## config.mk

```make
export PLATFORM = sky130hd
export DESIGN_NAME = c16s_alu
export DESIGN_NICKNAME = d
export VERILOG_FILES = /design/src/c16s_pkg.sv /design/src/c16s_alu.sv
export SDC_FILE = /design/constraint.sdc
export NUM_CORES = 1
export LEC_CHECK = 0
export BUFFER_PORTS_ARGS = -buffer_cell sky130_fd_sc_hd__buf_2
export CAP_MARGIN = 20
export CORE_ASPECT_RATIO = 1.2
export CORE_UTILIZATION = 59
export DETAILED_ROUTE_END_ITERATION = 6
export PLACE_DENSITY = 0.82
export SLEW_MARGIN = 0
export SYNTH_ARGS = -nofsm -noshare
export SYNTH_HDL_FRONTEND = slang
export SYNTH_SLANG_ARGS = --single-unit
```

## constraint.sdc

```tcl
create_clock -name vclk -period 6.5
set_input_delay 1.625 -clock vclk [all_inputs]
set_output_delay 1.625 -clock vclk [all_outputs]
set_load 0.03 [all_outputs]
```

## src/c16s_pkg.sv

```systemverilog
// Types, codes and helper functions for the 16-bit processor step engine.
`timescale 1ns / 1ps

package c16s_pkg;

  localparam logic [1:0] KIND_WRITE = 2'd0;
  localparam logic [1:0] KIND_READ  = 2'd1;
  localparam logic [1:0] KIND_STEP  = 2'd2;
  localparam logic [1:0] KIND_RESET = 2'd3;

  localparam logic [3:0] OP_ADD  = 4'h0;
  localparam logic [3:0] OP_SUB  = 4'h1;
  localparam logic [3:0] OP_SRA  = 4'h2;
  localparam logic [3:0] OP_SLL  = 4'h3;
  localparam logic [3:0] OP_AND  = 4'h4;
  localparam logic [3:0] OP_OR   = 4'h5;
  localparam logic [3:0] OP_XOR  = 4'h6;
  localparam logic [3:0] OP_NAND = 4'h7;
  localparam logic [3:0] OP_LW   = 4'h8;
  localparam logic [3:0] OP_SW   = 4'h9;
  localparam logic [3:0] OP_ADDI = 4'ha;
  localparam logic [3:0] OP_LUI  = 4'hb;
  localparam logic [3:0] OP_MATH = 4'hc;
  localparam logic [3:0] OP_INT  = 4'hd;
  localparam logic [3:0] OP_JMP  = 4'he;
  localparam logic [3:0] OP_FPT  = 4'hf;

  localparam int ALU_OP_BITS = 3;
  localparam logic [ALU_OP_BITS-1:0] ALU_ADD  = 3'd0;
  localparam logic [ALU_OP_BITS-1:0] ALU_SUB  = 3'd1;
  localparam logic [ALU_OP_BITS-1:0] ALU_SRA  = 3'd2;
  localparam logic [ALU_OP_BITS-1:0] ALU_SLL  = 3'd3;
  localparam logic [ALU_OP_BITS-1:0] ALU_AND  = 3'd4;
  localparam logic [ALU_OP_BITS-1:0] ALU_OR   = 3'd5;
  localparam logic [ALU_OP_BITS-1:0] ALU_XOR  = 3'd6;
  localparam logic [ALU_OP_BITS-1:0] ALU_NAND = 3'd7;

  localparam logic [3:0] REG_R0 = 4'd0;
  localparam logic [3:0] REG_PC = 4'd1;

  localparam logic [2:0] FLAG_NEG  = 3'b001;
  localparam logic [2:0] FLAG_ZERO = 3'b010;
  localparam logic [2:0] FLAG_POS  = 3'b100;

  typedef struct packed {
    logic [1:0]  kind;
    logic [15:0] address;
    logic [15:0] write_word;
  } in_item_t;

  typedef struct packed {
    logic [15:0] read_word;
    logic [15:0] program_counter;
    logic [2:0]  flag_bits;
    logic        halted;
    logic        print_request;
    logic        unimplemented;
  } out_item_t;

  typedef struct packed {
    logic        clr;
    logic        we;
    logic [3:0]  waddr;
    logic [15:0] wdata;
    logic [3:0]  raddr_a;
    logic [3:0]  raddr_b;
  } rf_req_t;

  function automatic logic [2:0] flags_of(input logic [15:0] v);
    logic [2:0] f;
    if (v == 16'h0000) begin
      f = FLAG_ZERO;
    end else if (v[15]) begin
      f = FLAG_NEG;
    end else begin
      f = FLAG_POS;
    end
    return f;
  endfunction

endpackage

```

## src/c16s_alu.sv

```systemverilog
// Shared 16-bit arithmetic, logic and shift unit.
`timescale 1ns / 1ps

module c16s_alu (
  input  logic [c16s_pkg::ALU_OP_BITS-1:0] op,
  input  logic [15:0]                      a,
  input  logic [15:0]                      b,
  output logic [15:0]                      res
);

  always_comb begin
    case (op)
      c16s_pkg::ALU_ADD:  res = a + b;
      c16s_pkg::ALU_SUB:  res = a - b;
      c16s_pkg::ALU_SRA:  res = $unsigned($signed(a) >>> b[3:0]);
      c16s_pkg::ALU_SLL:  res = a << b[3:0];
      c16s_pkg::ALU_AND:  res = a & b;
      c16s_pkg::ALU_OR:   res = a | b;
      c16s_pkg::ALU_XOR:  res = a ^ b;
      c16s_pkg::ALU_NAND: res = ~(a & b);
      default:            res = a + b;
    endcase
  end

endmodule

```

Yosys cells after proc, flatten, opt, wreduce, memory -nomap -nowiden --
Index checks and enable logic that the tools add are counted.
Cells by class: add/sub/neg operators 2, equality and inequality tests 7, shift-type cells 2, multiplexer cells 1, bitwise logic cells 4, reduce and logical (&&, ||, !) cells 1
Operator list (number):
- $pmux 16 s8 | 1
- $add 16x16->16 | 1
- $and 16x16->16 | 1
- $not 16->16 | 1
- $or 16x16->16 | 1
- $shl 16x4->16 | 1
- $sshr 16x4->16 | 1
- $sub 16x16->16 | 1
- $xor 16x16->16 | 1
- $eq 3x3->1 const B | 4
- $eq 3x2->1 const B | 2
- $eq 3x1->1 const B | 1
- $logic_not 3->1 | 1
Word-level totals: register bits 0, bits of input ports 35, output and inout port bits 16, logic and storage cells 17

Depth between registers and ports, before layout --
depth in word-level cells 3, mapped depth 16, gate-level depth less buffers 14

Worst setup path after synthesis --
No wires, ideal clock.
path kind input -> output, start input op[1] (netlist bit), end output res[14], arrival 4758 ps, required time 4875 ps, slack 117 ps, stages on the path 13, path buffers 2, cells stage by stage clkbuf_1 > nor2_1 > and2_1 > clkbuf_1 > nor2_1 > xnor2_1 > ha_1 > a2111oi_0 > o21a_1 > nor2_1 > a32oi_1 > mux2_2 > o221ai_1
On the way: word-level cells in the longest chain between the ends 2, elaborated cells on any way between the ends 9, those cells by class 7 x eq/ne; 1 x mux; 1 x reduce/logical
Ends and longest elaborated chain:
- start: declaration | RTL line c16s_alu.sv:5 | input logic [c16s_pkg::ALU_OP_BITS-1:0] op,
- $eq 3x3->1, or another cell as far along | RTL line c16s_alu.sv:12 | case (op)
- $pmux 16 s8 * | RTL line c16s_alu.sv:12
- end: declaration | RTL line c16s_alu.sv:8 | output logic [15:0] res
Mark *: on every way between the ends. The rest lies on a longest branch, timed or not.

Worst setup path after layout --
start input b[2], end output res[14]
On the way: word-level cells in the longest chain between the ends 2, elaborated cells on any way between the ends 5, those cells by class 2 x add/sub; 2 x shift; 1 x mux
Ends and longest elaborated chain:
- start: declaration | RTL line c16s_alu.sv:7 | input logic [15:0] b,
- $sub 16x16->16, or another cell as far along | RTL line c16s_alu.sv:14 | c16s_pkg::ALU_SUB: res = a - b;
- $pmux 16 s8 * | RTL line c16s_alu.sv:12
Marks and branches as above.

==> flow_summary.ini <==
[finish]
final_cell_mix = nor2_1 (54), nand2_1 (51), buf_2 (51)
drive_gt1_share_pct = 17.4
design.seq.count = 0
num-nets-final = 622
filler_cell_count = 522
diodes = 0
utilization_pct = 68.7
final_area_mm2 = 0.00397
area_growth_pct = 9.19
final_common_cell = nor2_1
seqCellArea_um2 = 0
clockBufferCount = 0

[detailed_routing]
drc = 0
drt_iter0_markers = 583
routed_via_density = 6.74
wl_per_cell_um = 20.0
vias = 4146
dr.pass1.iters = 7
wirelength_um = 12300
ant_nets = 0

[timing]
max_slew_margin_pct = 55.0
setup_violations = 0
hold_viol_final = 0
rsz0062_at_grt = no
drv_slew = 0
period_needed_ns = 6.36
fin_setup_tns_ns = 0
fin_crit_sh_pct = 97.8
worst_slew_pin_slew_ns = 0.674
max_freq_mhz = 157

[grt]
grt_overflow = 0
gr-usage-all-layers_pct = 38.6
grt_pass1_vias = 3786
grt_pass1_wl_um = 18900
grt_max_degree = 55
antenna_found_initial = 0

[place]
dp_hpwl_um = 9380
port_buffers = 51
gp_congestion = 1.04
dpl_cell_area_mm2 = 0.00396

[power]
power_density_mw_per_mm2 = 101
p_leak_nw = 1.85
vdd_ir_drop_max_mv = 0.0547
power_mw = 0.399

[setup_path]
critPathTopFamily = compound AO/OA/AOI/OAI gates
crit_chain = buf_2 > buf_4 > nor2_1 > a31o_2 > xnor2_1 > ha_1 > a2111o_1 > o21ai_0 > nor2_1 > a32oi_1 > mux2_2 > o221ai_1 > buf_2
crit_buf_inv = 3
crit_fanout = 30
worst_setup_path_start_kind = primary input
criticalPathCategory = primary input to output port
cp-end-kind = output port
cpPeakStageDelay_ns = 0.37
crit_arrival_ns = 4.73
cp_slowest_cell = ha_1
required_ns = 4.88

[status]
status = finished, final reports clean

[die]
die-width_um = 73.7
die_height_um = 88.0
die_area_mm2 = 0.00648
pin_count = 51
design.core.area_mm2 = 0.00578
start_util_pct = 62.9
num_rows = 30

[logic_synthesis]
ys_types = 61
synthCells = 502
ys_seq_area_share_pct = 0
syn_area_mm2 = 0.00364
syn_nets = 587
syn_avg_cell_area_um2 = 7.24
ys_warn_count = 0

[clock_network]
cts_setup_buffers = 0
hold_buffers = 0

[min_path]
worstHoldPathType = primary input to output port

[run]
maxCapViolations = 0
worst min-delay path, stage by stage:
cell	delay (ns)
buf_2	0.09
nor2_1	0.05
buf_4	0.15
a21oi_1	0.13
buf_2	0.21
kinds of logic after synthesis:
kind of cell	Yosys count	share of synthesized area, %
AOI/OAI and AO/OA	150	27.0
and+or+nand+nor	149	18.2
buffers and inverters	77	8.64
muxes	51	22.7
adders and majority gates	50	17.4
xor gates and xnor gates	25	6.02
layout make-up:
type | count | area [µm²] | area share [%]
tap | 80 | 100 | 2.52
multi-input combinational | 425 | 3330 | 83.9
timing repair buffer | 68 | 383 | 9.64
inverter | 42 | 158 | 3.97
where the power goes:
part           switching [mW]  internal [mW]  total (mW)  leakage, nW
sequential                  0              0           0            0
combinational           0.244          0.155       0.399         1.85
clock                       0              0           0            0
metal layers:
layer	wire length, µm	track usage [%]
met4	545	17.5
met2	5540	62.9
met1	4900	50.2
met3	1330	5.52
met5	0	0
cells in the mapped netlist (2+ instances only):
| master | n | share of area, % |
|---|---|---|
| a211oi_1 | 10 | 2.1 |
| nand2_1 | 51 | 5.3 |
| ha_1 | 49 | 17 |
| buf_6 | 2 | 0.62 |
| buf_2 | 8 | 1.1 |
| clkbuf_1 | 23 | 2.4 |
| o221ai_1 | 6 | 1.4 |
| a21oi_1 | 29 | 4.0 |
| nor3_1 | 10 | 1.4 |
| and3_1 | 5 | 0.86 |
| or3_1 | 3 | 0.52 |
| o22ai_1 | 2 | 0.34 |
| xor2_1 | 4 | 0.96 |
| o21ai_1 | 2 | 0.28 |
| nor2_1 | 54 | 5.6 |
| and2_1 | 2 | 0.34 |
| mux2i_1 | 25 | 6.9 |
| a21o_1 | 4 | 0.83 |
| mux2_2 | 3 | 0.93 |
| nor4_1 | 3 | 0.52 |
| a211o_1 | 2 | 0.48 |
| nand4_1 | 2 | 0.34 |
| a222oi_1 | 3 | 0.83 |
| o211a_1 | 2 | 0.55 |
| nand3_1 | 4 | 0.55 |
| inv_1 | 40 | 4.1 |
| a32oi_1 | 2 | 0.48 |
| o21ai_0 | 44 | 6.1 |
| buf_1 | 2 | 0.21 |
| o21a_1 | 7 | 1.4 |
| o31ai_1 | 3 | 0.62 |
| nor2b_1 | 4 | 0.69 |
| nand2b_1 | 5 | 0.86 |
| a31oi_1 | 6 | 1.0 |
| mux4_2 | 17 | 11 |
| clkinv_1 | 2 | 0.21 |
| mux4_1 | 6 | 4.3 |
| o211ai_1 | 10 | 2.1 |
| a221oi_1 | 2 | 0.48 |
| a22oi_1 | 3 | 0.62 |
| xnor2_1 | 21 | 5.1 |
stage by stage:
step,setup WS [ns],std cells,hold WS (ns)
floorplan,0.117,502,3.64
global placement,0.255,615,3.85
detailed placement,0.185,615,3.87
CTS,0.182,615,3.87
global route,0.0129,615,3.92
finish,0.144,615,3.88
path summary, 6_finish.rpt:
| path | from | depth (start not counted) | slack, ns | endpoint |
|---|---|---|---|---|
| setup / recovery | b[2] | 13 | 0.14 | res[14] |
| hold / removal | op[1] | 5 | 3.88 | res[2] |
what timing repair did:
action,in CTS,in global routing
gates resized for setup,0,2
endpoints found under the hold margin,0,0
setup endpoints to repair,0,1
No activity file was read; power rests on OpenSTA's default activity.
