## src/c16s_pkg.sv

```systemverilog
// Types, codes and helper functions for the 16-bit processor step engine.
`timescale 1ns / 1ps

package c16s_pkg;

  localparam logic [1:0] KIND_WRITE = 2'd0;
  localparam logic [1:0] KIND_READ  = 2'd1;
  localparam logic [1:0] KIND_STEP  = 2'd2;
  localparam logic [1:0] KIND_RESET = 2'd3;

  localparam logic [3:0] OP_ADD  = 4'h0;
  localparam logic [3:0] OP_SUB  = 4'h1;
  localparam logic [3:0] OP_SRA  = 4'h2;
  localparam logic [3:0] OP_SLL  = 4'h3;
  localparam logic [3:0] OP_AND  = 4'h4;
  localparam logic [3:0] OP_OR   = 4'h5;
  localparam logic [3:0] OP_XOR  = 4'h6;
  localparam logic [3:0] OP_NAND = 4'h7;
  localparam logic [3:0] OP_LW   = 4'h8;
  localparam logic [3:0] OP_SW   = 4'h9;
  localparam logic [3:0] OP_ADDI = 4'ha;
  localparam logic [3:0] OP_LUI  = 4'hb;
  localparam logic [3:0] OP_MATH = 4'hc;
  localparam logic [3:0] OP_INT  = 4'hd;
  localparam logic [3:0] OP_JMP  = 4'he;
  localparam logic [3:0] OP_FPT  = 4'hf;

  localparam int ALU_OP_BITS = 3;
  localparam logic [ALU_OP_BITS-1:0] ALU_ADD  = 3'd0;
  localparam logic [ALU_OP_BITS-1:0] ALU_SUB  = 3'd1;
  localparam logic [ALU_OP_BITS-1:0] ALU_SRA  = 3'd2;
  localparam logic [ALU_OP_BITS-1:0] ALU_SLL  = 3'd3;
  localparam logic [ALU_OP_BITS-1:0] ALU_AND  = 3'd4;
  localparam logic [ALU_OP_BITS-1:0] ALU_OR   = 3'd5;
  localparam logic [ALU_OP_BITS-1:0] ALU_XOR  = 3'd6;
  localparam logic [ALU_OP_BITS-1:0] ALU_NAND = 3'd7;

  localparam logic [3:0] REG_R0 = 4'd0;
  localparam logic [3:0] REG_PC = 4'd1;

  localparam logic [2:0] FLAG_NEG  = 3'b001;
  localparam logic [2:0] FLAG_ZERO = 3'b010;
  localparam logic [2:0] FLAG_POS  = 3'b100;

  typedef struct packed {
    logic [1:0]  kind;
    logic [15:0] address;
    logic [15:0] write_word;
  } in_item_t;

  typedef struct packed {
    logic [15:0] read_word;
    logic [15:0] program_counter;
    logic [2:0]  flag_bits;
    logic        halted;
    logic        print_request;
    logic        unimplemented;
  } out_item_t;

  typedef struct packed {
    logic        clr;
    logic        we;
    logic [3:0]  waddr;
    logic [15:0] wdata;
    logic [3:0]  raddr_a;
    logic [3:0]  raddr_b;
  } rf_req_t;

  function automatic logic [2:0] flags_of(input logic [15:0] v);
    logic [2:0] f;
    if (v == 16'h0000) begin
      f = FLAG_ZERO;
    end else if (v[15]) begin
      f = FLAG_NEG;
    end else begin
      f = FLAG_POS;
    end
    return f;
  endfunction

endpackage

```

## src/c16s_rf.sv

```systemverilog
// Register file: general registers with valid bits, zero register and PC read-through.
`timescale 1ns / 1ps

module c16s_rf (
  input  logic              clk,
  input  logic              rst_n,
  input  c16s_pkg::rf_req_t req,
  input  logic [15:0]       pc,
  output logic [15:0]       rdata_a,
  output logic [15:0]       rdata_b
);

  logic [15:0] mem [16];
  logic [15:0] valid_r;
  logic [15:0] data_a_r;
  logic [15:0] data_b_r;
  logic        pc_a_r;
  logic        pc_b_r;
  logic        zero_a_r;
  logic        zero_b_r;
  logic        wr_ok;

  assign wr_ok = req.we && (req.waddr != c16s_pkg::REG_R0) && (req.waddr != c16s_pkg::REG_PC);

  always_ff @(posedge clk) begin
    if (wr_ok) begin
      mem[req.waddr] <= req.wdata;
    end
  end

  always_ff @(posedge clk) begin
    if (!rst_n || req.clr) begin
      valid_r <= '0;
    end else if (wr_ok) begin
      valid_r[req.waddr] <= 1'b1;
    end
  end

  always_ff @(posedge clk) begin
    data_a_r <= mem[req.raddr_a];
    data_b_r <= mem[req.raddr_b];
    pc_a_r   <= (req.raddr_a == c16s_pkg::REG_PC);
    pc_b_r   <= (req.raddr_b == c16s_pkg::REG_PC);
    zero_a_r <= (req.raddr_a == c16s_pkg::REG_R0) || !valid_r[req.raddr_a];
    zero_b_r <= (req.raddr_b == c16s_pkg::REG_R0) || !valid_r[req.raddr_b];
  end

  assign rdata_a = pc_a_r ? pc : (zero_a_r ? 16'h0000 : data_a_r);
  assign rdata_b = pc_b_r ? pc : (zero_b_r ? 16'h0000 : data_b_r);

endmodule

```

## config.mk

```make
export PLATFORM = sky130hd
export DESIGN_NAME = c16s_rf
export DESIGN_NICKNAME = d
export VERILOG_FILES = /design/src/c16s_pkg.sv /design/src/c16s_rf.sv
export SDC_FILE = /design/constraint.sdc
export NUM_CORES = 1
export LEC_CHECK = 0
export CORE_MARGIN = 1.5
export CORE_UTILIZATION = 57
export CTS_CLUSTER_DIAMETER = 200
export DETAILED_ROUTE_END_ITERATION = 12
export DONT_BUFFER_PORTS = 1
export PLACE_DENSITY = 0.86
export SKIP_CTS_REPAIR_TIMING = 1
export SYNTH_ARGS = -nofsm -noshare
export SYNTH_HDL_FRONTEND = slang
export SYNTH_SLANG_ARGS = --single-unit
```

## constraint.sdc

```tcl
create_clock -name clk -period 2.33 [get_ports clk]
set_input_delay 0.466 -clock clk [delete_from_list [all_inputs] [get_ports clk]]
set_output_delay 0.466 -clock clk [all_outputs]
set_load 0.02 [all_outputs]
```

-- Word-level counts from Yosys, hierarchy flattened
Memory sizes are Yosys's and may differ from the RTL's. A register that Yosys moved wholly into a read port is not among the register bits.
Cells that the tools add are included.
- $add $sub $neg: 0
- multipliers: 0
- divide/modulo/power cells: 0
- $lt $le $gt $ge: 4
- equality and inequality tests: 3
- shifts and indexed selects: 0
- multiplexer cells: 12
- bitwise gates (word level): 1
- reductions and logical operators: 12
- operator list (kind ; number):
    2-to-1 mux 16 bit ; 4
    OR 16 bit ; 1
    < comparator 4 x 5 -> 1 bit, second input constant ; 3
    binary-select mux 1 bit (select 4 bit) ; 2
    equality test 4 x 1 -> 1 bit, second input constant ; 2
    zero test 4 bit ; 2
    2-to-1 mux 1 bit ; 5
    demux 1 bit (select 4 bit) ; 1
    >= comparator 4 x 1 -> 1 bit, second input constant ; 1
    != test 4 x 1 -> 1 bit, second input constant ; 1
    nonzero test 4 bit ; 1
    logical AND 1 bit ; 3
    zero test 1 bit ; 3
    logical OR 1 bit ; 3
- register bits after elaboration: 20
- bits in latches: 0
- bits in writable memories: 256
- ROM bits: 0
- bits of input ports: 48
- output and inout bits: 32
- memories kept: 1
- memory list (name ; words ; bits a word ; rd ports ; clocked after memory_dff ; wr ports ; line ; source):
    mem ; 16 ; 16 ; 2 ; 2 ; 1 ; c16s_rf.sv:13 ; logic [15:0] mem [16];

-- Depth between registers and ports, before layout
Gate-level depths: netlist of the first run.
- word-level depth: 5
- mapped depth: 7
- depth with buffers taken out: 4

-- Least setup slack after synthesis of the first run
OpenSTA, ideal clock, no wires.
- path kind: input to register
- start: input port req[26] in the netlist's numbering
- end: memory mem[8][0] (enable)
- setup time: 0.412 ns
- data arrival time: 1.862 ns
- setup slack: 0.056 ns
- stages: 2
- buffers on the path: 0
- cell sequence: nand3b_1 > nor3_1
- cells in the longest elaborated chain, start to end: 5
- elaborated cells between the ends (all ways): 6
- classes of those cells: 1 x eq/ne; 2 x mux; 3 x reduce/logical
- RTL lines (item ; line ; source):
    start, declared ; c16s_rf.sv:7 ; input c16s_pkg::rf_req_t req,
    nonzero test 4 bit ; c16s_rf.sv:23 ; assign wr_ok = req.we && (req.waddr != c16s_pkg::REG_R0) && (req.waddr != c16s_pkg::REG_PC);
    logical AND 1 bit (2 in a row) ; c16s_rf.sv:23 ;
    2-to-1 mux 1 bit ; c16s_rf.sv:26 ; if (wr_ok) begin
    2-to-1 mux 1 bit (not written as such) ; c16s_rf.sv:27 ; mem[req.waddr] <= req.wdata;
    end, declared ; c16s_rf.sv:13 ;
Parallel ways exist; a longest one is shown, timed or not.

-- Worst setup path in the final report of the first run
- start: register pc_b_r
- end: output port rdata_b[14]
- cells in the longest elaborated chain, start to end: 1
- RTL lines (item ; line ; source):
    start, declared ; c16s_rf.sv:18 ; logic pc_b_r;
    start signal, assigned ; c16s_rf.sv:43 ; pc_b_r <= (req.raddr_b == c16s_pkg::REG_PC);
    2-to-1 mux 16 bit ; c16s_rf.sv:49 ; assign rdata_b = pc_b_r ? pc : (zero_b_r ? 16'h0000 : data_b_r);
    end, declared ; c16s_rf.sv:10 ; output logic [15:0] rdata_b
No other way between the ends.

==> results of run 1 <==
==> flip-flops by register name, indices dropped and copies added (netlist names) <==
register and flops:
data_a_r 16, zero_a_r 1, data_b_r 16, mem 256, pc_a_r 1, pc_b_r 1, zero_b_r 1, valid_r 15
==> where the power goes <==
group	internal [mW]	switching, mW
Combinational	0.400	0.392
Sequential	6.15	0.0919
Clock	2.89	2.01
Total	9.45	2.49
==> cells by family (layout without fill, tap and decap cells) <==
kind of cell    count (synthesis)  count (layout)  synth area share [%]
compound gates                176             176                  9.15
buf+inv                        65             113                  2.64
flops                         307             307                  64.4
mux                           170             170                  22.1
other cells                     1              32                0.0277
simple gates                   44              44                  1.68
==> layout make-up <==
type | count | area [um^2]
inverter | 3 | 11.3
fill | 1531 | 8170
timing repair buffer | 54 | 478
clock buffer | 44 | 865
tap | 319 | 399
multi-input combinational | 422 | 4630
clock inverter | 12 | 138
sequential | 307 | 8710
==> cell usage after synthesis, drive strengths merged (14+ instances only) <==
library cell / count
a22oi: 32
mux2i: 66
o21ai: 34
buf: 34
clkbuf: 28
a22o: 30
dfxtp: 51
o21a: 14
a21oi: 33
edfxtp: 256
mux4: 103
a221oi: 33
==> metrics by stage <==
| stage | power [mW] | util [%] |
|---|---|---|
| 2_1_floorplan | 6.99 | - |
| 3_3_place_gp | 7.02 | 59.7 |
| 3_5_place_dp | 7.05 | 59.7 |
| 4_1_cts | 11.9 | 64.0 |
| 5_1_grt | 12.2 | 65.1 |
| 6_report | 11.9 | 65.1 |
==> worst paths after layout <==
| kind | endpoint | slack [ns] | cells after the start |
|---|---|---|---|
| setup / recovery | rdata_b[14] | 0.06 | 3 |
| hold / removal | zero_b_r$_DFF_P_ | 0.03 | 1 |
| setup reg to reg | data_b_r[1]$_DFF_P_ | 0.89 | 4 |
| hold reg to reg | valid_r[13]$_SDFFE_PP0P_ | 0.49 | 1 |
==> cell usage in the layout, fill, tap and decap left out, drive strengths merged, types with 7 or more instances in the layout <==
cell type	netlist	routed
dlygate4sd3	0	24
mux4	103	103
o21ai	34	34
o21a	14	14
edfxtp	256	256
nor2	13	13
clkbuf	28	44
a21oi	33	33
dfxtp	51	51
nand2	7	7
mux2i	66	66
conb	1	32
buf	34	30
nor2b	7	7
a221oi	33	33
clkinv	0	8
a22oi	32	32
a22o	30	30
==> layer usage <==
| layer | vias up | global-route usage (%) | share of wire [%] |
|---|---|---|---|
| met3 | 104 | 6.08 | 11 |
| li1 | 3299 | - | - |
| met4 | 0 | 11.9 | 4.0 |
| met1 | 4092 | 36.8 | 36 |
| met2 | 545 | 43.0 | 49 |
| met5 | - | 0 | 0 |
==> metrics.md, run 1 <==
| Metric | Value |
|---|---|
| Average cell area after synthesis | `17.7 um^2` |
| Delay-heaviest family, CP | `buffers and inverters` |
| Crit-path max FO | `17` |
| CP max-delay cell | `o21ai_0` |
| Final instance area | `0.0152 mm^2` |
| Status | `complete, no violations` |
| Total global routing overflow | `0` |
| Root Driver | `clkbuf_16` |
| GRT Resource Usage Total | `27.2%` |
| Fin crit share | `97.4%` |
| Yosys reg bits | `307` |
| Distinct cells, synth | `33` |
| Predominant post-synthesis flop cell | `edfxtp_1` |
| Longest Clk Path Bufs | `3` |
| Vias | `8,040` |
| Setup ws final | `0.0608 ns` |
| Drt wl/cell | `28.5 um` |
| Final setup viols | `0` |
| Reg2reg start | `mem[7][1]$_DFFE_PP_` |
| Final Hold Vio Count | `0` |
| Layout cells sized above 1 | `23.3%` |
| Final hold slack | `0.0309 ns` |
| Worst setup startpoint | `pc_b_r$_DFF_P_` |
| Vias in the first global route | `8,107` |
| GPL Wtd Cong | `0.789` |
| Antenna violations before repair | `0` |
| Final Max Tran Viols | `0` |
| Arr. time, crit path | `1.80 ns` |
| Cells after synthesis | `763` |
| VDD IR max | `0.709 mV` |
| Leakage power | `5.12 nW` |
| Die width | `157 um` |
| RSZ-0062 raised after global routing | `false` |
| Final Net Count | `866` |
| CP bufs+invs | `2` |
| Final ANT Viol Nets | `0` |
| Pre-antenna DRT Iters | `5` |
| Min Tclk post-route | `2.27 ns` |
| CP dominant cell by count | `buf_4` |
| Worst slack at placement | `0.324 ns` |
| CP endpoint kind | `primary output` |
| DR vias/cell | `6.93` |
| Worst hold start | `req[3]` |
| Setup TNS | `0 ns` |
| Dpl cells | `1,081` |
| Total of warnings raised by yosys | `0` |
| Die height | `157 um` |
| Post-Route WL | `33,100 um` |
| First-pass GRT wire length | `48,600 um` |
| DRC Markers | `0` |
| Critical path launch point type | `flip-flop` |
| Slew margin rel. | `30.5%` |
| Die footprint | `0.0247 mm^2` |
| Post-route non-filler standard cell count | `1,161` |
| Syn Std Cell Area | `0.0135 mm^2` |
| Clock transition at path regs | `0.06 ns` |
| # rows | `56` |
| Core area | `0.0234 mm^2` |
| Critical path's largest stage delay | `0.44 ns` |
| Share of the synthesized area in the top cell type | `56.8%` |
| Largest net degree at the start of global routing | `87` |
| Post-synth top area cell | `edfxtp_1` |
| Critical path type | `flip-flop to primary output` |
| Asr flop ratio synth | `0%` |
| CP Cell Sequence | `buf_4, o21ai_0, buf_4` |
| CTS HTree Levels | `1` |
| Clock Latency Late Sink | `0.56 ns` |
| Post-DP HPWL | `18,000 um` |
| TritonCTS Buffers | `30` |
| Diode count | `0` |
| Area Overhead vs Synth | `12.6%` |
| Min-Delay Path Class | `input port to flip-flop` |
| CTS tree | `built` |
| Seq/Total Area, Yosys | `64.4%` |
| Slew @ Worst Pin | `1.04 ns` |
| Port Buf Inserts | `0` |
| Worst endpoint required time | `1.86 ns` |
| EDFF count, synth | `256` |
| Synth top area cells | `edfxtp_1, mux4_2, dfxtp_1, mux2i_1, a221oi_1` |
| IO Count | `80` |
| Max_cap viols | `0` |
| Initial Util | `57.8%` |
| # clock sinks | `307` |
| Placed Instance Area | `0.0140 mm^2` |
| DRT iter0 DRCs | `1,290` |
| Power Density | `784 mW/mm^2` |
| Clk_skew | `0.0101 ns` |
| FMAX | `441 MHz` |
(Power assumes the default switching activity.)
==> run 2, diff against run 1 <==
--- a/config.mk
+++ b/config.mk
@@ -5,12 +5,12 @@
 export SDC_FILE = /design/constraint.sdc
 export NUM_CORES = 1
 export LEC_CHECK = 0
+export BUFFER_PORTS_ARGS = -buffer_cell sky130_fd_sc_hd__buf_2
 export CORE_MARGIN = 1.5
-export CORE_UTILIZATION = 57
+export CORE_UTILIZATION = 55
 export CTS_CLUSTER_DIAMETER = 200
 export DETAILED_ROUTE_END_ITERATION = 12
-export DONT_BUFFER_PORTS = 1
-export PLACE_DENSITY = 0.86
+export PLACE_DENSITY = 0.87
 export SKIP_CTS_REPAIR_TIMING = 1
 export SYNTH_ARGS = -nofsm -noshare
 export SYNTH_HDL_FRONTEND = slang
==> run 2 against run 1 <==
  * Clock skew shrank 0.0027 ns
  * Combinational power up 29%
  * Critical path depth unchanged
  * Cell area grew 2.5%
  * Routed wire length is essentially flat
  * First-iteration DRC count decreased by 18%
  * Global-route usage is 0.65 points lower
  * Non-clock buffer count is 68 higher
  * Count of clock-buffer cells in the layout is 1 higher
  * Setup slack got worse by 0.014 ns
  * Die area increased by 3.6%
  * Largest power group unchanged
==> metrics.md, run 2 (same netlist as run 1, synthesis figures left out) <==
| Metric | Value |
|---|---|
| DRC Markers | `0 (unchanged)` |
| R2R Setup Slk | `0.93 ns (+0.04 ns)` |
| Pre-antenna DRT Iters | `5 (unchanged)` |
| Area Overhead vs Synth | `15.4%` |
| Critical path launch point type | `flip-flop` |
| Slew @ Worst Pin | `1.42 ns (+0.384 ns)` |
| Drt wl/cell | `26.8 um (-6.0%)` |
| Final setup viols | `0 (unchanged)` |
| Worst slack at placement | `-0.108 ns (-0.433 ns)` |
| Crit-path max FO | `11 (-6)` |
| Layout cells sized above 1 | `31.5% (+8.2 points)` |
| RR Endpoint | `data_a_r[13]$_DFF_P_` |
| Clock Latency Late Sink | `0.56 ns (about the same)` |
| Slew margin rel. | `4.84% (-26 points)` |
| Largest net degree at the start of global routing | `55 (-37%)` |
| FMAX | `438 MHz (-0.61%)` |
| Root Driver | `clkbuf_16` |
| Port Buf Inserts | `79 (+79)` |
| CP Cell Sequence | `buf_4, o21ai_0, buf_2` |
| Worst hold start | `req[6]` |
| IO Count | `80 (unchanged)` |
| Status | `complete, no violations` |
| CP endpoint kind | `primary output` |
| # rows | `57 (+1.8%)` |
| Die width | `160 um (+1.8%)` |
| Commonest non-fill, non-tap cell in the layout | `edfxtp_1` |
| Critical path's largest stage delay | `0.46 ns (+0.02 ns)` |
| Setup TNS | `0 ns (unchanged)` |
| CTS tree | `built` |
| Placed Instance Area | `0.0146 mm^2 (+4.4%)` |
| Final Max Tran Viols | `0 (unchanged)` |
| Post-Route WL | `33,100 um (about the same)` |
| Total global routing overflow | `0 (unchanged)` |
| Post-route non-filler standard cell count | `1,235 (+6.4%)` |
| M1 WL | `11,900 um (-0.73%)` |
| Worst hold endpoint | `pc_a_r$_DFF_P_` |
| Top Registers | `mem x256, data_a_r x16, data_b_r x16` |
| Die height | `160 um (+1.8%)` |
| DR vias/cell | `6.69 (-3.4%)` |
| Post-DP HPWL | `19,700 um (+9.4%)` |
| Clock transition at path regs | `0.06 ns (about the same)` |
| R2R depth | `3 (-1)` |
| Final hold slack | `0.245 ns (+0.214 ns)` |
| Power Density | `781 mW/mm^2 (-0.42%)` |
| Hold Path Cell Cnt | `3 (+2)` |
| CTS HTree Levels | `1 (unchanged)` |
| Die footprint | `0.0256 mm^2 (+3.6%)` |
| Reg with most FFs | `mem` |
| GRT Resource Usage Total | `26.6% (-0.65 points)` |
| TritonCTS Buffers | `31 (+3.3%)` |
| Worst endpoint required time | `1.86 ns (about the same)` |
| # clock sinks | `307 (unchanged)` |
| CP max-delay cell | `o21ai_0` |
| Clk_skew | `0.00741 ns (-0.00270 ns)` |
| Met2 Routed Length | `16,200 um (+0.51%)` |
| Min-Delay Path Class | `input port to flip-flop` |
| Final Net Count | `935 (+8.0%)` |
| Max_cap viols | `0 (unchanged)` |
| Critical path type | `flip-flop to primary output` |
| Highest Signal Layer | `met4` |
| Arr. time, crit path | `1.82 ns (+0.02 ns)` |
| Initial Util | `55.8% (-2.0 points)` |
| RSZ-0062 raised after global routing | `false` |
| Diode count | `0 (unchanged)` |
| Dpl cells | `1,178 (+9.0%)` |
| GPL Wtd Cong | `0.798 (+1.2%)` |
| First-pass GRT wire length | `50,300 um (+3.4%)` |
| Final instance area | `0.0156 mm^2 (+2.5%)` |
| Longest Clk Path Bufs | `3 (unchanged)` |
| Antenna violations before repair | `0 (unchanged)` |
| Most frequent cells in the layout | `edfxtp_1, mux4_2, buf_2` |
| Fin crit share | `98.0% (+0.60 points)` |
| Vias in the first global route | `8,601 (+6.1%)` |
| Reg2reg start | `mem[11][13]$_DFFE_PP_` |
| VDD IR max | `0.553 mV (-22%)` |
| Delay-heaviest family, CP | `buffers and inverters` |
| Min Tclk post-route | `2.28 ns (+0.0140 ns)` |
| Setup ws final | `0.0468 ns (-0.0140 ns)` |
| DRT iter0 DRCs | `1,057 (-18%)` |
| Max reg flops | `256 (unchanged)` |
| CP bufs+invs | `2 (unchanged)` |
| Vias | `8,264 (+2.8%)` |
| Final Hold Vio Count | `0 (unchanged)` |
| Leakage power | `5.49 nW (+7.1%)` |
| DR WL met3 | `3640 um (+0.14%)` |
| Core area | `0.0242 mm^2 (+3.6%)` |
| Final ANT Viol Nets | `0 (unchanged)` |
-- run 2: cell count changes in the layout (fill, tap and decap cells not counted), sizes merged --
cell and change:
bufinv -1, dlygate4sd3 -24, clkinv +1, buf +92, clkbuf +1
-- run 2: worst max path at each step --
stage	from	cells past startpoint	slack, ns	end
4_1_cts	pc_a_r$_DFF_P_	4	-0.02	rdata_a[13]
6_report	pc_b_r$_DFF_P_	3	0.05	rdata_b[14]
2_1_floorplan	req[26]	2	0.06	mem[8][0]$_DFFE_PP_
3_5_place_dp	req[4]	6	-0.11	data_a_r[2]$_DFF_P_
3_3_place_gp	req[4]	6	-0.03	data_a_r[15]$_DFF_P_
5_1_grt	pc_a_r$_DFF_P_	4	0.09	rdata_a[13]
-- run 2: per-stage QoR --
step           power [mW]  utilization (%)
2_1_floorplan        6.99                -
4_1_cts              12.2             64.4
3_5_place_dp         7.37             60.2
5_1_grt              12.5             64.4
3_3_place_gp         7.32             60.2
6_report             12.2             64.4
-- run 2: area by class of cell --
class / count / area (um^2)
flip-flops and latches: 307 / 8710
fillers: 1609 / 8630
multi-input cells: 422 / 4620
clock buffers: 45 / 918
repair buffers: 122 / 851
well taps: 324 / 405
clock inverters: 12 / 106
inverters: 3 / 11.3
-- run 2: worst reg2reg max path, stage by stage (launching register included) --
cell and delay (ns):
edfxtp_1 0.40, mux4_2 0.49, a22oi_1 0.21, o21ai_1 0.14
-- run 2: per-layer routing --
metal	GRT usage [%]	up-vias
met3	5.01	102
met2	43.2	567
met4	11.8	0
met1	35.5	4153
met5	0	-
li1	-	3442
-- run 2: report_power, final --
group          switching (mW)  internal (mW)  leakage, nW
Sequential             0.0959           6.16         2.76
Clock                    1.99           2.93        0.505
Combinational           0.578          0.446         2.23
Total                    2.66           9.53         5.49
==> run 3, diff against run 2 <==
--- a/config.mk
+++ b/config.mk
@@ -6,7 +6,7 @@
 export NUM_CORES = 1
 export LEC_CHECK = 0
 export BUFFER_PORTS_ARGS = -buffer_cell sky130_fd_sc_hd__buf_2
-export CORE_MARGIN = 1.5
+export CORE_MARGIN = 5
 export CORE_UTILIZATION = 55
 export CTS_CLUSTER_DIAMETER = 200
 export DETAILED_ROUTE_END_ITERATION = 12
==> run 3 against run 2 <==
  * Global-route usage fell by 1.8 points
  * Routed wire length rose by 6.4%
  * Flip-flop and latch count did not move
  * Worst hold slack improved by 0.017 ns
  * Largest power group unchanged
  * Sequential power barely moved
  * Utilization barely moved
  * Critical path type unchanged
  * Critical path depth did not move
  * Sequential share of layout area barely moved
  * Register-to-register slack got worse by 0.05 ns
  * Count of clock-buffer cells in the layout fell by 2
  * Fmax fell by 0.56%
  * Die area rose by 8.9%
==> metrics.md, run 3 (same netlist as run 1, synthesis figures left out) <==
| Metric | Value |
|---|---|
| TritonCTS Buffers | `31 (unchanged)` |
| Final Max Tran Viols | `0 (unchanged)` |
| Int Power | `9.28 mW (-2.5%)` |
| # rows | `57 (unchanged)` |
| Overall power | `12.0 mW (-1.8%)` |
| Layout cells sized above 1 | `31.9% (+0.42 points)` |
| # clock sinks | `307 (unchanged)` |
| Arr. time, crit path | `1.83 ns (about the same)` |
| Final setup viols | `0 (unchanged)` |
| Switching power | `2.69 mW (+0.83%)` |
| Post-DP HPWL | `21,300 um (+8.0%)` |
| Total global routing overflow | `0 (unchanged)` |
| Pre-antenna DRT Iters | `5 (unchanged)` |
| Worst endpoint required time | `1.86 ns (about the same)` |
| Clock transition at path regs | `0.06 ns (about the same)` |
| Die footprint | `0.0278 mm^2 (+8.9%)` |
| DRT iter0 DRCs | `1,059 (+0.19%)` |
| Placed Instance Area | `0.0147 mm^2 (+0.53%)` |
| Diode count | `0 (unchanged)` |
| Final Net Count | `947 (+1.3%)` |
| IO Count | `80 (unchanged)` |
| Die height | `167 um (+4.4%)` |
| Vias | `8,459 (+2.4%)` |
| Crit-path max FO | `17 (+6)` |
| Final Hold Vio Count | `0 (unchanged)` |
| Die width | `167 um (+4.4%)` |
| Drt wl/cell | `28.3 um (+5.5%)` |
| RSZ-0062 raised after global routing | `false` |
| Fin crit share | `98.5% (+0.56 points)` |
| Slew @ Worst Pin | `1.09 ns (-0.339 ns)` |
| DRC Markers | `0 (unchanged)` |
| Post-Route WL | `35,200 um (+6.4%)` |
| Worst slack at placement | `0.210 ns (+0.319 ns)` |
| Switching Share | `22.4% (+0.59 points)` |
| Leakage power | `5.51 nW (+0.36%)` |
| Final ANT Viol Nets | `0 (unchanged)` |
| Status | `complete, no violations` |
| Max_cap viols | `0 (unchanged)` |
| CTS HTree Levels | `1 (unchanged)` |
| GPL Wtd Cong | `0.809 (+1.3%)` |
| Commonest non-fill, non-tap cell in the layout | `edfxtp_1` |
| Setup ws final | `0.0339 ns (-0.0130 ns)` |
| Slew margin rel. | `27.5% (+23 points)` |
| Core area | `0.0242 mm^2 (unchanged)` |
| CP endpoint kind | `primary output` |
| Post-route non-filler standard cell count | `1,245 (+0.81%)` |
| First-pass GRT wire length | `52,800 um (+4.9%)` |
| Max reg flops | `256 (unchanged)` |
| Sequential Power Share | `52.2% (+0.9 points)` |
| Critical path launch point type | `flip-flop` |
| Largest net degree at the start of global routing | `45 (-18%)` |
| Clock Latency Late Sink | `0.55 ns (about the same)` |
| Power Density | `766 mW/mm^2 (-1.8%)` |
| GRT Resource Usage Total | `24.8% (-1.8 points)` |
| Vias in the first global route | `8,690 (+1.0%)` |
| Final instance area | `0.0156 mm^2 (about the same)` |
| DR vias/cell | `6.79 (+1.5%)` |
| FMAX | `436 MHz (-0.56%)` |
| Reg with most FFs | `mem` |
| Clk_skew | `0.00775 ns (+0.000332 ns)` |
| Part of the power in the clock network | `39.0% (-1.3 points)` |
| Antenna violations before repair | `0 (unchanged)` |
| Critical path type | `flip-flop to primary output` |
| Top Registers | `mem x256, data_a_r x16, data_b_r x16` |
| Dpl cells | `1,190 (+1.0%)` |
| Area Overhead vs Synth | `15.5% (about the same)` |
| VDD IR max | `0.600 mV (+8.4%)` |
| CTS tree | `built` |
| Port Buf Inserts | `79 (unchanged)` |
| Root Driver | `clkbuf_16` |
| Min-Delay Path Class | `input port to flip-flop` |
| Longest Clk Path Bufs | `3 (unchanged)` |
| Gate power share | `8.8% (+0.4 points)` |
| Initial Util | `55.8% (unchanged)` |
| Min Tclk post-route | `2.30 ns (+0.0130 ns)` |
| Most frequent cells in the layout | `edfxtp_1, mux4_2, buf_2` |
run 3: per-layer routing:
layer	vias to the layer above	GRT usage [%]	share of wire (%)
met1	4255	33.7	35
met4	0	8.96	3.1
met3	84	4.12	11
li1	3462	-	-
met2	658	41.1	51
met5	-	0	0
run 3: stage by stage:
step | utilization [%] | setup TNS (ns) | hold slack, ns
after CTS | 64.4 | -0.968 | 0.229
final | 64.4 | 0 | 0.262
after detailed placement | 60.5 | 0 | 0.474
after global placement | 60.5 | 0 | 0.464
after global routing | 64.4 | 0 | 0.252
after floorplan | - | 0 | 0.452
run 3: worst max-delay path, stage by stage, from the launching register on:
cell     delay [ns]
dfxtp_1        0.31
buf_4          0.24
o21ai_0        0.46
buf_2          0.26
run 3: path summary, 6_finish.rpt:
kind	startpoint	end	slack [ns]	depth (start not counted)
min	req[6]	pc_a_r$_DFF_P_	0.26	2
max reg2reg	mem[10][15]$_DFFE_PP_	data_a_r[15]$_DFF_P_	0.88	3
min reg2reg	valid_r[14]$_SDFFE_PP0P_	valid_r[14]$_SDFFE_PP0P_	0.49	1
max	pc_b_r$_DFF_P_	rdata_b[14]	0.03	3
run 3: power groups by stage:
stage                     combinational [mW]  clock (mW)  sequential (mW)
after global routing                    1.11        4.94             6.27
after detailed placement                1.02           0             6.36
final                                   1.05        4.66             6.25
after CTS                               1.04        4.69             6.25
after global placement                 0.991           0             6.35
after floorplan                        0.668           0             6.32
run 3: cell type report:
type / instances / area, um^2
Sequential cell: 307 / 8710
Fill cell: 1611 / 8620
Multi-Input combinational cell: 422 / 4620
Timing Repair Buffer: 134 / 928
Clock buffer: 43 / 861
Tap cell: 324 / 405
Clock inverter: 12 / 93.8
Inverter: 3 / 11.3
